## src/rtl/core/sse_pkg.sv

```systemverilog
// sse_pkg: shared types and codes for the sorted set engine.
// Operation and status codes, the key type and the cell command bundle.
// No dependencies.
package sse_pkg;

    // Key stored in each cell
    typedef logic signed [31:0] t_value;

    // Operation field of a request
    typedef logic [1:0] t_op;
    localparam t_op OP_INSERT = 2'd0;
    localparam t_op OP_DELETE = 2'd1;
    localparam t_op OP_TEST   = 2'd2;

    // Status field of a response
    typedef logic [2:0] t_status;
    localparam t_status STS_INSERTED = 3'd0;
    localparam t_status STS_PRESENT  = 3'd1;
    localparam t_status STS_DELETED  = 3'd2;
    localparam t_status STS_MISSING  = 3'd3;
    localparam t_status STS_FOUND    = 3'd4;
    localparam t_status STS_FULL     = 3'd5;

    // Width of the entry count field of a response
    localparam int COUNT_W = 7;
    typedef logic [COUNT_W-1:0] t_count_field;

    // Command broadcast from the controller to every cell
    typedef struct packed {
        logic cmp;  // register compare flags against the key
        logic ins;  // open a slot at the insert point, shift up
        logic del;  // close the slot at the match point, shift down
    } t_cell_cmd;

endpackage

```

## src/rtl/core/sse_cell.sv

```systemverilog
// sse_cell: one slot of the sorted chain. Holds a key, compares it with the
// broadcast key and shifts toward either neighbor on insert or delete.
// Depends on sse_pkg.
module sse_cell (
    input  logic               i_clk,
    input  sse_pkg::t_cell_cmd i_cmd,
    input  sse_pkg::t_value    i_key,
    input  logic               i_occ,
    input  sse_pkg::t_value    i_left_val,
    input  logic               i_left_lt,
    input  sse_pkg::t_value    i_right_val,
    output sse_pkg::t_value    o_val,
    output logic               o_lt,
    output logic               o_eq
);
    import sse_pkg::*;

    t_value r_val;
    t_value n_val;
    logic   r_lt;
    logic   r_eq;

    // Compare flags, only meaningful for occupied slots
    always_ff @(posedge i_clk) begin
        if (i_cmd.cmp) begin
            r_lt <= i_occ && (r_val < i_key);
            r_eq <= i_occ && (r_val == i_key);
        end
    end

    // Slots at or above the insert/match point move; those below stay
    always_comb begin
        n_val = r_val;
        if (i_cmd.ins && !r_lt) begin
            n_val = i_left_lt ? i_key : i_left_val;
        end else if (i_cmd.del && !r_lt) begin
            n_val = i_right_val;
        end
    end

    always_ff @(posedge i_clk) begin
        r_val <= n_val;
    end

    assign o_val = r_val;
    assign o_lt  = r_lt;
    assign o_eq  = r_eq;

endmodule

```

## config.mk

```make
export PLATFORM = sky130hd
export DESIGN_NAME = sse_cell
export DESIGN_NICKNAME = d
export VERILOG_FILES = /design/src/rtl/core/sse_pkg.sv /design/src/rtl/core/sse_cell.sv
export SDC_FILE = /design/constraint.sdc
export NUM_CORES = 1
export LEC_CHECK = 0
export ABC_AREA = 1
export ABC_CLOCK_PERIOD_IN_PS = 7000
export BUFFER_PORTS_ARGS = -buffer_cell sky130_fd_sc_hd__buf_2
export CAP_MARGIN = 10
export CELL_PAD_IN_SITES_DETAIL_PLACEMENT = 0
export CELL_PAD_IN_SITES_GLOBAL_PLACEMENT = 2
export CORE_ASPECT_RATIO = 1.5
export CORE_MARGIN = 4
export CORE_UTILIZATION = 26
export CTS_CLUSTER_DIAMETER = 120
export DETAILED_ROUTE_END_ITERATION = 7
export PLACE_DENSITY = 0.95
export SLEW_MARGIN = 20
export SYNTH_ARGS = -nofsm -noshare
export SYNTH_HDL_FRONTEND = slang
export SYNTH_SLANG_ARGS = --single-unit
```

## constraint.sdc

```tcl
create_clock -name i_clk -period 7 [get_ports i_clk]
set_input_delay 0 -clock i_clk [delete_from_list [all_inputs] [get_ports i_clk]]
set_output_delay 0 -clock i_clk [all_outputs]
set_load 0.02 [all_outputs]
```

==> flow_summary.yaml <==
status:
  status: "complete, no violations"
yosys:
  synth_xor_area_share_pct: 0
  synthCells: 323
  synth_nets: 457
  ys_ff_latch: 34
  ys.warnings.count: 0
  synthMuxAreaShare_pct: 0
  synth_top_family_by_area: "simple AND/OR/NAND/NOR gates"
  synth-simple-area-share_pct: 24.8
  avgSynthCellArea_um2: 8.09
  post_synth_fa_ha_maj_area_fraction_pct: 15.3
  synth_cell_type_count: 27
  ys_seq_area_share_pct: 39.1
  syn_area_mm2: 0.00261
  synth_compound_area_share_pct: 12.4
flow_run:
  cap_viol_max_count: 0
setup_path:
  crit_path_max_incr_delay_ns: 0.53
  worstPathRequired_ns: 7.00
  path_max_fanout: 36
  cpMaxStageDelayCell: "nor2_4"
  end_kind: "flip-flop"
  critPathTopFamily: "simple AND/OR/NAND/NOR gates"
  critPathBufInv: 1
  crit_chain: "nor2_4 > buf_4 > a31oi_1"
  cp.arrival_ns: 1.89
  path_class: "reg -> reg"
  worstSetupStartpointType: "flip-flop"
power_and_ir_drop:
  leakage_nw: 1.81
  ir_drop_uv: 77.4
  powerDensity_mw_per_mm2: 195
  power_mw: 0.689
final_layout:
  most-common-layout-cells: "135 x buf_2, 93 x nand2_1, 40 x nor2_1"
  num_antenna_cells: 0
  final_util_pct: 36.2
  final_nets: 588
  area_growth_pct: 35.0
  final_common_cell: "buf_2"
  multi_input_area_mm2: 0.00138
  drive_above_1_share_pct: 35.0
  finalNonFillerCells: 569
  regArea_mm2: 0.00102
  nFillCells: 1021
placement:
  dpl.hpwl_mm: 6.22
  dp_cells: 561
  gp_congestion: 0.803
  place.port_buffers: 135
timing:
  maxSlewViolCount: 0
  setup_tns_ns: 0
  rsz0062_at_grt: "no"
  worst_clock_skew_ns: 0.00424
  hold_violations: 0
  fin_crit_sh_pct: 26.9
  period_minus_slack_ns: 1.89
  finalSetupViolCount: 0
  tightest_slew_ns: 0.979
  max_freq_ghz: 0.530
  relSlewSlack_pct: 34.6
  hold_ws_ns: 0.0458
global_routing:
  met3_usage_pct: 2.18
  grt-ovfl-total: 0
  grt_pass1_vias: 2646
  antenna_found_initial: 0
  grt_max_degree: 37
  grt_pass1_wl_mm: 12.0
  grt_use_met2_pct: 24.5
  grt_use_total_pct: 12.7
  top_usage_layer: "met2"
  met1_usage_pct: 13.6
detailed_routing:
  wl_per_cell_um: 13.5
  drc_errors: 0
  finalWirelength_mm: 7.68
  vias: 2616
  firstDrtPassIters: 6
  drt-initial-drc-count: 73
  ant_nets: 0
  via_per_inst: 4.60
floorplan:
  start_util_pct: 26.8
  rows: 44
  die_height_um: 131
  die_area_mm2: 0.0117
  die_w_um: 89.8
  ioPinCount: 136
  core_region_area_mm2: 0.00974
clock_tree:
  numCtsBuffers: 5
  cts_tree: "done"
  htreeDepth: 2
  clk_latency_ns: 0.28
  post_cts_buffers: 0
  cts_buffer_depth: 2
  cts.clk_slew.worst_paths_ns: 0.05
  clock-sinks: 34
  root_buffer: "clkbuf_16"
hold_path:
  hold_class: "in -> reg"
-- worst min-delay path: cells and delay by family --
family / cells / cell delay, ns
buf+inv: 1 / 0.09
simple gates: 2 / 0.12
-- repair_timing --
| item | in CTS | in global routing |
|---|---|---|
| hold buffers | 1 | 0 |
| hold endpoints to repair | 2 | 0 |
| resized for setup | 0 | 0 |
-- layer usage --
metal  wire [µm]  up-vias
met5           0        -
met4         183        0
met3         403       13
met2        4230       84
met1        2860     1179
li1            -     1340
-- cell usage after synthesis --
cell	n	share of area [%]
a21oi_2	1	0.34
buf_2	11	2.1
ha_1	32	15
nand4_1	1	0.24
a21oi_4	1	0.62
nor3_2	1	0.38
nand2_2	3	0.72
o21a_1	1	0.29
a21oi_1	13	2.5
a21o_1	1	0.29
clkbuf_1	2	0.29
nor3_1	1	0.19
nand4_4	1	0.81
nor2_1	41	5.9
a31oi_1	32	7.7
o21a_2	1	0.34
o21ai_0	2	0.38
nand2_4	2	0.86
nand2_1	93	13
nand3_1	3	0.57
and3_1	1	0.24
inv_2	4	0.57
nor2_2	1	0.24
edfxtp_1	34	39
nor2_4	1	0.43
nor4_4	1	0.81
inv_1	38	5.5
-- registers in the layout, indices dropped and copies added (netlist names) --
register,count
o_lt,1
o_eq,1
o_val,32
-- layout make-up --
class	instances	area share (%)
clock buffer	7	3.76
sequential	34	28.9
inverter	42	4.47
timing repair buffer	137	19.7
tap	115	4.08
multi-input combinational	234	39.1
-- where the power goes --
| part | internal, mW | switching (mW) | leakage (nW) |
|---|---|---|---|
| Combinational | 0.0823 | 0.128 | 1.42 |
| Sequential | 0.255 | 0.0128 | 0.328 |
| Clock | 0.130 | 0.0809 | 0.0640 |
| Total | 0.468 | 0.222 | 1.81 |
-- metrics by stage --
stage | cell area, µm² | setup WS (ns)
after floorplan | 2610 | 4.64
after global placement | 3380 | 5.18
after detailed placement | 3380 | 5.11
after CTS | 3530 | 5.10
after global routing | 3530 | 4.99
final | 3530 | 5.11
-- worst paths after layout --
check        startpoint        to  slack [ns]  cells after the start
min               i_occ      o_lt        0.05                      3
max                o_lt  o_val[1]        5.11                      3
max reg2reg        o_lt  o_val[1]        5.11                      3
min reg2reg   o_val[31]      o_lt        0.86                      5
-- kinds of logic after synthesis --
kind of cell / Yosys count
buffers and inverters: 55
and+or+nand+nor: 150
adders and majority gates: 32
DFF: 34
AOI/OAI and AO/OA: 52
Note: power is estimated with default switching activity, not from simulation.
